File: config.mk
export PLATFORM = sky130hd
export DESIGN_NAME = pixel_blend_unit
export DESIGN_NICKNAME = d
export VERILOG_FILES = /design/src/sv/pbu_pkg.sv /design/src/sv/pixel_blend_unit.sv /design/src/sv/pbu_channel.sv
export SDC_FILE = /design/constraint.sdc
export NUM_CORES = 1
export LEC_CHECK = 0
export BUFFER_PORTS_ARGS = -buffer_cell sky130_fd_sc_hd__buf_2
export CORE_MARGIN = 2
export CORE_UTILIZATION = 35
export CTS_CLUSTER_SIZE = 16
export DETAILED_ROUTE_END_ITERATION = 10
export PLACE_DENSITY = 0.55
export SLEW_MARGIN = 20
export SYNTH_ARGS = -nofsm -noshare
export SYNTH_HDL_FRONTEND = slang
export SYNTH_SLANG_ARGS = --single-unit
File: constraint.sdc
create_clock -name clk -period 4.7 [get_ports clk]
set_input_delay 0.235 -clock clk [delete_from_list [all_inputs] [get_ports clk]]
set_output_delay 0.235 -clock clk [all_outputs]
set_load 0.01 [all_outputs]
File: src/sv/pbu_pkg.sv
// ----------------------------------------------------------------------------
// pbu_pkg
// Shared types and constants for the pixel blend unit.
// ----------------------------------------------------------------------------
package pbu_pkg;

    localparam int unsigned CH_W   = 8;
    localparam int unsigned OPND_W = 12;
    localparam int unsigned IDX_W  = 8;
    localparam int unsigned PROD_W = CH_W + OPND_W;
    localparam int unsigned LAT    = 4;

    localparam logic [CH_W-1:0] CH_MAX = 8'd255;

    // configuration register indexes
    localparam logic [IDX_W-1:0] CFG_MODE  = 8'd0;
    localparam logic [IDX_W-1:0] CFG_RED   = 8'd1;
    localparam logic [IDX_W-1:0] CFG_GREEN = 8'd2;
    localparam logic [IDX_W-1:0] CFG_BLUE  = 8'd3;

    typedef enum logic [2:0] {
        MODE_MULTIPLY = 3'd0,
        MODE_SUBTRACT = 3'd1,
        MODE_SCREEN   = 3'd2,
        MODE_OVERLAY  = 3'd3,
        MODE_ADD      = 3'd4,
        MODE_SCALE    = 3'd5
    } blend_mode_t;

    // how the last stage turns the product, or the side value, into a channel value
    typedef enum logic [1:0] {
        KIND_DIV   = 2'd0,
        KIND_INV   = 2'd1,
        KIND_SCALE = 2'd2,
        KIND_SIDE  = 2'd3
    } post_kind_t;

endpackage

File: src/sv/pixel_blend_unit.sv
// ----------------------------------------------------------------------------
// pixel_blend_unit
// Blends a top and a bottom RGB pixel per channel: multiply, subtract,
// screen, overlay, add or scale, selected by the mode register.
//
//  port group   dir  width        notes
//  start/busy   in   6 x 8        one pixel beat: top_* and bottom_*
//  done         out  3 x 8        one result beat: out_*, one cycle wide
//  cfg_*        in   8 idx, 12    register write, no read-back
//
//  A beat is taken on every cycle with start high; busy never rises.
//  Results appear on done in order of acceptance, one per cycle.
//  Latency is set by the four register stages of each channel datapath.
//  Reset clears the valid pipeline and all configuration registers.
// ----------------------------------------------------------------------------
module pixel_blend_unit (
    input  logic                             clk,
    input  logic                             rst_n,
    input  logic                             start,
    output logic                             busy,
    input  logic [pbu_pkg::CH_W-1:0]         top_red,
    input  logic [pbu_pkg::CH_W-1:0]         top_green,
    input  logic [pbu_pkg::CH_W-1:0]         top_blue,
    input  logic [pbu_pkg::CH_W-1:0]         bottom_red,
    input  logic [pbu_pkg::CH_W-1:0]         bottom_green,
    input  logic [pbu_pkg::CH_W-1:0]         bottom_blue,
    output logic                             done,
    output logic [pbu_pkg::CH_W-1:0]         out_red,
    output logic [pbu_pkg::CH_W-1:0]         out_green,
    output logic [pbu_pkg::CH_W-1:0]         out_blue,
    input  logic                             cfg_write,
    input  logic [pbu_pkg::IDX_W-1:0]        cfg_index,
    input  logic [pbu_pkg::OPND_W-1:0]       cfg_data
);
    import pbu_pkg::*;

    blend_mode_t       mode_reg;
    logic [OPND_W-1:0] red_opnd_reg;
    logic [OPND_W-1:0] green_opnd_reg;
    logic [OPND_W-1:0] blue_opnd_reg;
    logic [LAT-1:0]    vld_reg;
    logic [LAT-1:0]    vld_next;

    always_ff @(posedge clk or negedge rst_n)
    begin
        if (!rst_n)
        begin
            mode_reg       <= MODE_MULTIPLY;
            red_opnd_reg   <= '0;
            green_opnd_reg <= '0;
            blue_opnd_reg  <= '0;
        end
        else if (cfg_write)
        begin
            unique case (cfg_index)
                CFG_MODE:  mode_reg       <= blend_mode_t'(cfg_data[2:0]);
                CFG_RED:   red_opnd_reg   <= cfg_data;
                CFG_GREEN: green_opnd_reg <= cfg_data;
                CFG_BLUE:  blue_opnd_reg  <= cfg_data;
                default:   ;
            endcase
        end
    end

    assign busy     = 1'b0;
    assign vld_next = {vld_reg[LAT-2:0], start & ~busy};

    always_ff @(posedge clk or negedge rst_n)
    begin
        if (!rst_n)
        begin
            vld_reg <= '0;
        end
        else
        begin
            vld_reg <= vld_next;
        end
    end

    assign done = vld_reg[LAT-1];

    pbu_channel u_red (
        .clk     (clk),
        .mode    (mode_reg),
        .top     (top_red),
        .bottom  (bottom_red),
        .operand (red_opnd_reg),
        .result  (out_red)
    );

    pbu_channel u_green (
        .clk     (clk),
        .mode    (mode_reg),
        .top     (top_green),
        .bottom  (bottom_green),
        .operand (green_opnd_reg),
        .result  (out_green)
    );

    pbu_channel u_blue (
        .clk     (clk),
        .mode    (mode_reg),
        .top     (top_blue),
        .bottom  (bottom_blue),
        .operand (blue_opnd_reg),
        .result  (out_blue)
    );

    a_start_done: assert property (@(posedge clk) disable iff (!rst_n)
        start |-> ##4 done)
        else $error("accepted beat did not produce a result");

    a_done_start: assert property (@(posedge clk) disable iff (!rst_n)
        done |-> $past(start, 4))
        else $error("result without an accepted beat");

    a_subtract: assert property (@(posedge clk) disable iff (!rst_n)
        (done && $past(mode_reg, 4) == MODE_SUBTRACT)
        |-> (out_red <= $past(bottom_red, 4)))
        else $error("subtract result exceeds bottom channel");

endmodule

File: src/sv/pbu_channel.sv
// ----------------------------------------------------------------------------
// pbu_channel
// Four-stage blend datapath for one color channel: operand select,
// multiply, divide-by-255 estimate, correction, inversion and clamp.
// ----------------------------------------------------------------------------
module pbu_channel (
    input  logic                            clk,
    input  pbu_pkg::blend_mode_t            mode,
    input  logic [pbu_pkg::CH_W-1:0]        top,
    input  logic [pbu_pkg::CH_W-1:0]        bottom,
    input  logic [pbu_pkg::OPND_W-1:0]      operand,
    output logic [pbu_pkg::CH_W-1:0]        result
);
    import pbu_pkg::*;

    logic [CH_W-1:0]   s1_a_next;
    logic [OPND_W-1:0] s1_m_next;
    post_kind_t        s1_kind_next;
    logic [CH_W-1:0]   s1_side_next;
    logic [OPND_W:0]   add_sum;

    logic [CH_W-1:0]   s1_a_reg;
    logic [OPND_W-1:0] s1_m_reg;
    post_kind_t        s1_kind_reg;
    logic [CH_W-1:0]   s1_side_reg;

    logic [PROD_W-1:0] s2_prod_reg;
    post_kind_t        s2_kind_reg;
    logic [CH_W-1:0]   s2_side_reg;

    logic [PROD_W-1:0] s3_y;
    logic [OPND_W-1:0] s3_q0_reg;
    logic [OPND_W:0]   s3_r_reg;
    post_kind_t        s3_kind_reg;
    logic [CH_W-1:0]   s3_side_reg;

    logic [OPND_W-1:0] s4_q;
    logic [CH_W-1:0]   result_next;
    logic [CH_W-1:0]   result_reg;

    // stage 1: operand select, and the side value for subtract and add
    always_comb
    begin
        add_sum      = {5'd0, top} + {1'b0, operand};
        s1_a_next    = top;
        s1_m_next    = {4'd0, bottom};
        s1_kind_next = KIND_SIDE;
        s1_side_next = '0;
        case (mode)
            MODE_MULTIPLY:
            begin
                s1_kind_next = KIND_DIV;
            end
            MODE_SUBTRACT:
            begin
                s1_side_next = (bottom >= top) ? (bottom - top) : '0;
            end
            MODE_SCREEN:
            begin
                s1_a_next    = ~top;
                s1_m_next    = {4'd0, ~bottom};
                s1_kind_next = KIND_INV;
            end
            MODE_OVERLAY:
            begin
                if (bottom[CH_W-1])
                begin
                    s1_a_next    = ~top;
                    s1_m_next    = {3'd0, ~bottom, 1'b0};
                    s1_kind_next = KIND_INV;
                end
                else
                begin
                    s1_m_next    = {3'd0, bottom, 1'b0};
                    s1_kind_next = KIND_DIV;
                end
            end
            MODE_ADD:
            begin
                s1_side_next = (add_sum > {5'd0, CH_MAX}) ? CH_MAX : add_sum[CH_W-1:0];
            end
            MODE_SCALE:
            begin
                s1_m_next    = operand;
                s1_kind_next = KIND_SCALE;
            end
            default:
            begin
                s1_side_next = '0;
            end
        endcase
    end

    always_ff @(posedge clk)
    begin
        s1_a_reg    <= s1_a_next;
        s1_m_reg    <= s1_m_next;
        s1_kind_reg <= s1_kind_next;
        s1_side_reg <= s1_side_next;
    end

    // stage 2: multiply
    always_ff @(posedge clk)
    begin
        s2_prod_reg <= {{OPND_W{1'b0}}, s1_a_reg} * {{CH_W{1'b0}}, s1_m_reg};
        s2_kind_reg <= s1_kind_reg;
        s2_side_reg <= s1_side_reg;
    end

    // stage 3: rounding bias, quotient estimate y/256 and remainder vs 255
    assign s3_y = s2_prod_reg + ((s2_kind_reg == KIND_SCALE) ? 20'd128 : 20'd127);

    always_ff @(posedge clk)
    begin
        s3_q0_reg   <= s3_y[PROD_W-1:CH_W];
        s3_r_reg    <= {5'd0, s3_y[CH_W-1:0]} + {1'b0, s3_y[PROD_W-1:CH_W]};
        s3_kind_reg <= s2_kind_reg;
        s3_side_reg <= s2_side_reg;
    end

    // stage 4: correct quotient, invert, clamp or pass the side value
    always_comb
    begin
        s4_q = s3_q0_reg
             + {{(OPND_W-1){1'b0}}, (s3_r_reg >= 13'd255)}
             + {{(OPND_W-1){1'b0}}, (s3_r_reg >= 13'd510)};
        case (s3_kind_reg)
            KIND_DIV:   result_next = s4_q[CH_W-1:0];
            KIND_INV:   result_next = CH_MAX - s4_q[CH_W-1:0];
            KIND_SCALE: result_next = (s3_q0_reg > {4'd0, CH_MAX}) ?
                                      CH_MAX : s3_q0_reg[CH_W-1:0];
            default:    result_next = s3_side_reg;
        endcase
    end

    always_ff @(posedge clk)
    begin
        result_reg <= result_next;
    end

    assign result = result_reg;

endmodule
==> results of run 1 <==
## cell usage in the layout (no fill, tap or decap), drive strengths merged, types with 36 or more instances in the layout
| cell type | synthesis | layout |
|---|---|---|
| o22ai | 50 | 50 |
| xnor2 | 150 | 150 |
| dlygate4sd3 | 0 | 39 |
| a21oi | 130 | 130 |
| nand2 | 135 | 135 |
| dfxtp | 303 | 303 |
| ha | 219 | 219 |
| o21ai | 127 | 127 |
| and2 | 245 | 245 |
| dfrtp | 43 | 43 |
| mux2 | 36 | 36 |
| inv | 312 | 317 |
| xor2 | 62 | 62 |
| nor2 | 114 | 114 |
| nand3 | 40 | 40 |
| fa | 195 | 195 |
| buf | 15 | 141 |
| clkbuf | 57 | 48 |
## layer usage
| layer | vias up | global-route usage, % |
|---|---|---|
| met5 | - | 0 |
| met2 | 442 | 26.3 |
| met1 | 8945 | 24.2 |
| li1 | 9141 | - |
| met3 | 89 | 2.91 |
| met4 | 4 | 4.74 |
## critical path, stage by stage (launching register included)
cell and delay [ps]:
dfxtp_2 380, nand2_1 90, fa_1 530, fa_1 560
inv_1 60, fa_1 530, inv_1 60, fa_1 530
inv_1 40, ha_1 220, or3_1 410, a311o_1 350
a31oi_4 220, o21a_1 180, o21ai_0 100, xor2_1 160
## worst paths after layout
check | startpoint | to | slack [ps]
setup / recovery | u_red.s1_m_reg[0] | u_red.s2_prod_reg[16] | 180
hold / removal | cfg_index[1] | mode_reg[1] | 40
setup reg to reg | u_red.s1_m_reg[0] | u_red.s2_prod_reg[16] | 180
hold reg to reg | u_blue.s2_side_reg[1] | u_blue.s3_side_reg[1] | 320
max in group asynchronous | rst_n | green_opnd_reg[4] | 4110
min in group asynchronous | rst_n | vld_reg[0] | 190
## stage by stage
step,power [mW],setup TNS (ps)
after floorplan,11.1,0
after CTS,16.7,0
after detailed placement,13.3,0
final,16.6,0
after global placement,13.2,0
after global routing,18.2,-2.49
## logic make-up after synthesis
family / count (synthesis) / share of synthesized area (%)
adder cells (fa/ha/maj): 414 / 26.6
other: 1 / 0.0150
multiplexers: 41 / 1.82
AO/OA/AOI/OAI: 512 / 13.6
flip-flops: 346 / 28.6
XOR/XNOR: 212 / 7.60
AND/OR/NAND/NOR: 718 / 15.9
buffers and inverters: 388 / 5.99
## cell type report
type | instances | share of cell area, %
diodes | 4 | 0.0350
repair buffers | 180 | 4.24
well taps | 950 | 4.16
multi-input cells | 1898 | 57.5
clock buffers | 48 | 3.89
inverters | 316 | 4.15
clock inverters | 23 | 0.955
flip-flops and latches | 346 | 25.1
## timing repair
item                       4_1_cts  5_1_grt
setup endpoints to repair        0       13
resized for setup                0       26
hold buffers                    39        0
hold endpoints to repair       105        0
## power by group through the flow
| stage | clock [mW] | combinational [mW] | sequential [mW] |
|---|---|---|---|
| final | 3.21 | 9.14 | 4.23 |
| after CTS | 3.31 | 9.16 | 4.23 |
| after global routing | 3.43 | 10.5 | 4.32 |
| after detailed placement | 0 | 9.05 | 4.29 |
| after floorplan | 0 | 6.98 | 4.12 |
| after global placement | 0 | 8.95 | 4.27 |
==> summary.md, run 1 <==
| Metric | Value |
|---|---|
| Status | finished clean |
| Rel. slew slack | around 33% |
| Clock Pin Slew Worst Setup and Hold Paths | 60 ps |
| Vias | 18621 |
| CTS tree | built |
| Final core utilization | approximately two fifths |
| Postcts setup bufs | 0 |
| Worst Hold Margin | 44.9 ps |
| FFs w/ async S/R, synth | between 10% and 20% |
| Fmax | 221 MHz |
| Clk buf depth | 3 |
| Setup violations, final | 0 |
| Pre-antenna DRT Iters | 7 |
| Static Leak | around 13 nW |
| Synth top cells by count | inv_1, dfxtp_1, and2_1, ha_1, fa_1 |
| Nets | 3269 |
| Worst EP arrival | 4970 ps |
| Layout area overhead | 14.2% |
| Worst-skew pair later-pin latency | approximately 580 ps |
| Synth Register Bits | approximately 350 |
| First-pass GRT wire length | 101 mm |
| Die X-Extent | 271 um |
| Pin count of the biggest net entering global routing | 44 |
| Synthesized cell area | roughly 25000 um^2 |
| Sw frac | 41.4% |
| Syn_area_per_cell | 9.50 um^2 |
| Worst min-delay path class | primary input to flop |
| Total CTS buffers | slightly above 40 |
| Sequential power share | roughly a quarter |
| Setup slack at placement | 21.5 ps |
| EDFF count, synth | 0 |
| Worst setup slack after layout | 176 ps |
| Starting Density | between 30% and 40% |
| H-tree depth | 2 |
| Worst r2r path cells | 15 |
| Max-capacitance violation count | 0 |
| Vias/cell | 4.95 |
| CP Max Fanout | 8 |
| Register Area | slightly above 7000 um^2 |
| Area share of the largest cell type after synthesis | 24.2% |
| Top_reg_cell synth | dfxtp_1 |
| Non-Filler Instances | approximately 3800 |
| Peak supply drop | 0.370 mV |
| Total Wirelength | 62.4 mm |
| CP required | 5150 ps |
| 1st-iter DRT viols | around 1100 |
| GRT Total Usage | 16.9% |
| Post-Place Cells | 3651 |
| WHS Path Cells | 3 |
| Final instance area | 28600 um^2 |
| Setup Skew | around 18 ps |
| Post-Synthesis Cells | ~2600 |
| Cell Int Power | 9.71 mW |
| DR top layer | met5 |
| CP endpoint kind | flop |
| Placed inst area | approximately 27000 um^2 |
| Logic pwr share | 55.1% |
| Clock Sinks | 346 |
| Met2 WL | 27.1 mm |
| CORE AREA | 71100 um^2 |
| Filler Cell Count | 7071 |
| WL met1 | about 30 mm |
| Routed WL per cell | 16.6 um |
| Top-count cell post-synth | inv_1 |
| Die height | 271 um |
| Cell Rows | between 90 and 100 |
| Kind of critical path | flop to flop |
| Slew Viols, Final | 0 |
| GP Congestion | 0.873 |
| Drt drc | 0 |
| Antenna Nets Post-Route | 0 |
| CP startpoint kind | flop |
| Final hold vios | 0 |
| Met3 wire length | approximately 3.5 mm |
| Final HPWL DP | just over 50 mm |
| CTS root buffer | clkbuf_16 |
| Sequential area share after synthesis | 28.6% |
| Count of cell types in the netlist | 104 |
| PD cells | ~580 nW/um^2 |
| Top post-synthesis cells by area | dfxtp_1, fa_1, ha_1 |
| Synth warnings | 0 |
| Minimum clock period | 4520 ps |
| Largest area contributor in the netlist | dfxtp_1 |
| Layout cell share with drive strength beyond 1 | between 10 and 15% |
| Sw power | about 7 mW |
| Overflow after GRT | 0 |
| Area of the multi-input gates | 16400 um^2 |
| DIE AREA | between 70000 and 80000 um^2 |
| Port Buffers | 96 |
| Clock share of power | just under 20% |
| Worst-Margin Slew | 1010 ps |
| Initial antenna violation count | 10 |
| I/O pins | 98 |
| Syn_nets | between 3000 and 4000 |
| Final Cycle Share | 96.2% |
| Number of global-route vias before repair | 18634 |
(Power assumes the default switching activity.)
==> inputs of run 2 (changes only) <==
SYNTH_HIERARCHICAL = 1   (was not set)
==> run 2 against run 1 <==
  * Sequential share of layout area grew 0.59 points
  * Wire length rose by 0.52%
  * Register-to-register slack about the same
  * Clock power up 10%
  * Largest cell class unchanged
  * Highest routed layer unchanged
  * Core utilization is 0.38 points higher
  * Non-clock buffer count decreased by 34
  * Cell count decreased by 1.9%
  * Setup slack improved by 0.87 ps
  * Synthesized area shrank 0.20%
  * Synthesized cell count shrank 2.1%
==> summary.md, run 2 <==
| Metric | Value |
|---|---|
| Synthesized cell area | 25000 um^2 (-0.20%) |
| Status | finished clean |
| CP delay by family, top | adder cells |
| Worst-Margin Slew | 930 ps (-75.8 ps) |
| Total Power | 14.4 mW (-13%) |
| Commonest cells after routing, fill and taps aside | inv_1, dfxtp_1, and2_1 |
| I/O pins | 98 (unchanged) |
| CP Max Fanout | 8 (unchanged) |
| CORE AREA | 70300 um^2 (-1.2%) |
| Worst-skew pair later-pin latency | 590 ps (about the same) |
| Max-capacitance violation count | 0 (unchanged) |
| Cell Rows | 97 (-1.0%) |
| Slew Viols, Final | 0 (unchanged) |
| Layout cell share with drive strength beyond 1 | 11.2% (+0.21 points) |
| Hold EP | u_red/s1_a_reg[7] |
| Sequential area share after synthesis | 29.1% (+0.54 points) |
| Vias | 18220 (-2.2%) |
| Antenna Nets Post-Route | 0 (unchanged) |
| EDFF count, synth | 0 (unchanged) |
| Top post-synthesis cells by area | dfxtp_1, fa_1, ha_1 |
| Total CTS buffers | 44 (+7.3%) |
| Static Leak | 13.2 nW (-0.96%) |
| FFs w/ async S/R, synth | 12.2% (-0.21 points) |
| Final hold vios | 0 (unchanged) |
| GRT busiest layer | met2 |
| Postcts setup bufs | 0 (unchanged) |
| Layout area overhead | 14.1% (about the same) |
| Reg2reg end | u_green/s2_prod_reg[19] |
| CP required | 5180 ps (+30 ps) |
| CTS tree | built |
| Overflow after GRT | 0 (unchanged) |
| Largest area contributor in the netlist | dfxtp_1 |
| Crit-path cells | and2_1 -> fa_1 -> fa_1 -> fa_1 -> inv_1 -> fa_1 -> inv_1 -> ha_1 -> a21oi_1 -> o21ai_0 -> or3_1 -> o21ai_0 -> o21ai_0 -> xnor2_1 |
| Worst EP arrival | 5000 ps (+30 ps) |
| CP startpoint kind | flop |
| Pre-antenna DRT Iters | 5 (-2) |
| H-tree depth | 2 (unchanged) |
| Setup Skew | 22.9 ps (+5.15 ps) |
| Final Cycle Share | 96.2% (about the same) |
| Post-Synthesis Cells | 2576 (-2.1%) |
| First-pass GRT wire length | 102 mm (+1.7%) |
| GP Congestion | 0.881 (+1.0%) |
| Synth warnings | 6 (+6) |
| Drt drc | 0 (unchanged) |
| Clk buf depth | 3 (unchanged) |
| Peak supply drop | 0.279 mV (-25%) |
| Non-Filler Instances | 3694 (-1.9%) |
| WHS Path Cells | 3 (unchanged) |
| Port Buffers | 96 (unchanged) |
| CP endpoint kind | flop |
| Top-count cell post-synth | dfxtp_1 |
| Fin Setup TNS | 0 ps (unchanged) |
| Synth top cells by count | dfxtp_1, inv_1, and2_1, ha_1, fa_1 |
| Slowest cell delay on critical path | 550 ps (about the same) |
| PD cells | 507 nW/um^2 (-13%) |
| Initial antenna violation count | 10 (unchanged) |
| Starting Density | 35.5% (+0.35 points) |
| Worst r2r path cells | 14 (-1) |
| Clock Pin Slew Worst Setup and Hold Paths | 60 ps (about the same) |
| Die X-Extent | 271 um (about the same) |
| RSZ-0062 raised after global routing | no |
| Rel. slew slack | 37.9% (+4.9 points) |
| Total Wirelength | 62.7 mm (+0.52%) |
| Top_reg_cell synth | dfxtp_1 |
| Bufs and invs on worst path | 2 (-1) |
| Die height | 271 um (about the same) |
| Minimum clock period | 4520 ps (-0.868 ps) |
| Vias/cell | 4.93 (-0.27%) |
| Routed WL per cell | 17.0 um (+2.5%) |
| Nets | 3201 (-2.1%) |
| Area share of the largest cell type after synthesis | 24.8% (+0.53 points) |
| R2R setup slack | 180 ps (about the same) |
| Slowest cell on the critical path | fa_1 |
| Met2 usage | 27.6% (+1.4 points) |
| Pin count of the biggest net entering global routing | 49 (+11%) |
| Setup violations, final | 0 (unchanged) |
| DIE AREA | 73500 um^2 (-0.20%) |
| Worst reg2reg path startpoint | u_green/s1_m_reg[10] |
| Number of global-route vias before repair | 18835 (+1.1%) |
| Synth Register Bits | 352 (+1.7%) |
| Syn_area_per_cell | 9.69 um^2 (+2.0%) |
| Most common cell after layout, fill and taps aside | inv_1 |
| Most common cell on crit path | fa_1 |
| Post-Place Cells | 3572 (-2.2%) |
| Met1 Resource Use GR | 23.9% (-0.26 points) |
| Worst min-delay path class | primary input to flop |
| Syn_nets | 3062 (-1.8%) |
| Fmax | 221 MHz (about the same) |
| CTS root buffer | clkbuf_16 |
| GRT Total Usage | 17.2% (+0.31 points) |
| GR Util met3 | 2.94% (+0.028 points) |
| 1st-iter DRT viols | 1106 (-1.9%) |
| Kind of critical path | flop to flop |
| Count of cell types in the netlist | 98 (-5.8%) |
| Clock Sinks | 352 (+1.7%) |
| Final HPWL DP | 50.3 mm (-0.47%) |
| Hold path startpoint | top_red[7] |
| Filler Cell Count | 6845 (-3.2%) |
==> run 2: cell types whose count changed after synthesis, sizes merged, moves of 15 or more <==
cell / previous run / this run
mux2i: 5 / 23
inv: 312 / 295
nor2: 114 / 97
xnor2: 150 / 177
xor2: 62 / 45
clkbuf: 57 / 42
a21oi: 130 / 112
==> run 2: kinds of logic (layout without fill, tap and decap cells) <==
family	after synthesis	after routing	synth area share, %
and+or+nand+nor	703	703	15.5
adders and majority gates	414	414	26.6
DFF	352	352	29.1
muxes	62	62	3.10
AOI/OAI and AO/OA	468	468	12.3
other	1	5	0.0150
xor gates and xnor gates	222	222	7.91
buffers and inverters	354	528	5.47
==> run 2: report_power, final <==
part | internal [mW] | total (mW) | switching [mW]
Sequential | 3.71 | 4.18 | 0.470
Combinational | 3.04 | 6.74 | 3.70
Clock | 2.06 | 3.53 | 1.47
==> run 2: area by class of cell <==
class | instances | area [um^2] | share of cell area, %
diodes | 4 | 10.0 | 0.0351
clock inverters | 28 | 374 | 1.31
flip-flops and latches | 352 | 7310 | 25.7
inverters | 301 | 1130 | 3.97
repair buffers | 146 | 958 | 3.36
multi-input cells | 1870 | 16400 | 57.4
well taps | 940 | 1180 | 4.13
clock buffers | 53 | 1170 | 4.12
==> run 2: metrics by stage <==
stage	utilization, %	hold slack (ps)	instance area [um^2]	worst slack (ps)
after floorplan	-	-60.6	25000	198
after global placement	37.7	314	26500	108
after detailed placement	37.7	312	26500	36.1
after CTS	40.4	6.33	28400	36.5
after global routing	40.5	16.0	28500	1.13
final	40.5	31.5	28500	177
==> run 2: metal layers <==
| layer | routed length (um) | vias up |
|---|---|---|
| li1 | - | 8917 |
| met1 | 30400 | 8840 |
| met2 | 28100 | 359 |
| met3 | 2800 | 98 |
| met4 | 1340 | 6 |
| met5 | 41 | - |
==> run 2: timing repair <==
| item | 4_1_cts | 5_1_grt |
|---|---|---|
| hold buffers | 36 | 0 |
| setup endpoints to repair | 0 | 14 |
| hold endpoints to repair | 102 | 0 |
| gates resized for setup | 0 | 37 |
==> run 2: how the worst max path moves through the flow <==
stage	cells after the start	startpoint	end
floorplan	16	u_green/s1_a_reg[6]	u_green/s2_prod_reg[16]
global placement	15	u_green/s1_a_reg[6]	u_green/s2_prod_reg[18]
detailed placement	15	u_green/s1_a_reg[6]	u_green/s2_prod_reg[16]
CTS	15	u_green/s1_a_reg[6]	u_green/s2_prod_reg[16]
global route	15	u_red/s1_a_reg[6]	u_red/s2_prod_reg[19]
finish	14	u_green/s1_m_reg[10]	u_green/s2_prod_reg[19]
==> run 2: tightest hold or removal path: cells and delay by family <==
| kind | cells | cell delay, ps |
|---|---|---|
| compound gates | 1 | 110 |
| buf+inv | 2 | 210 |
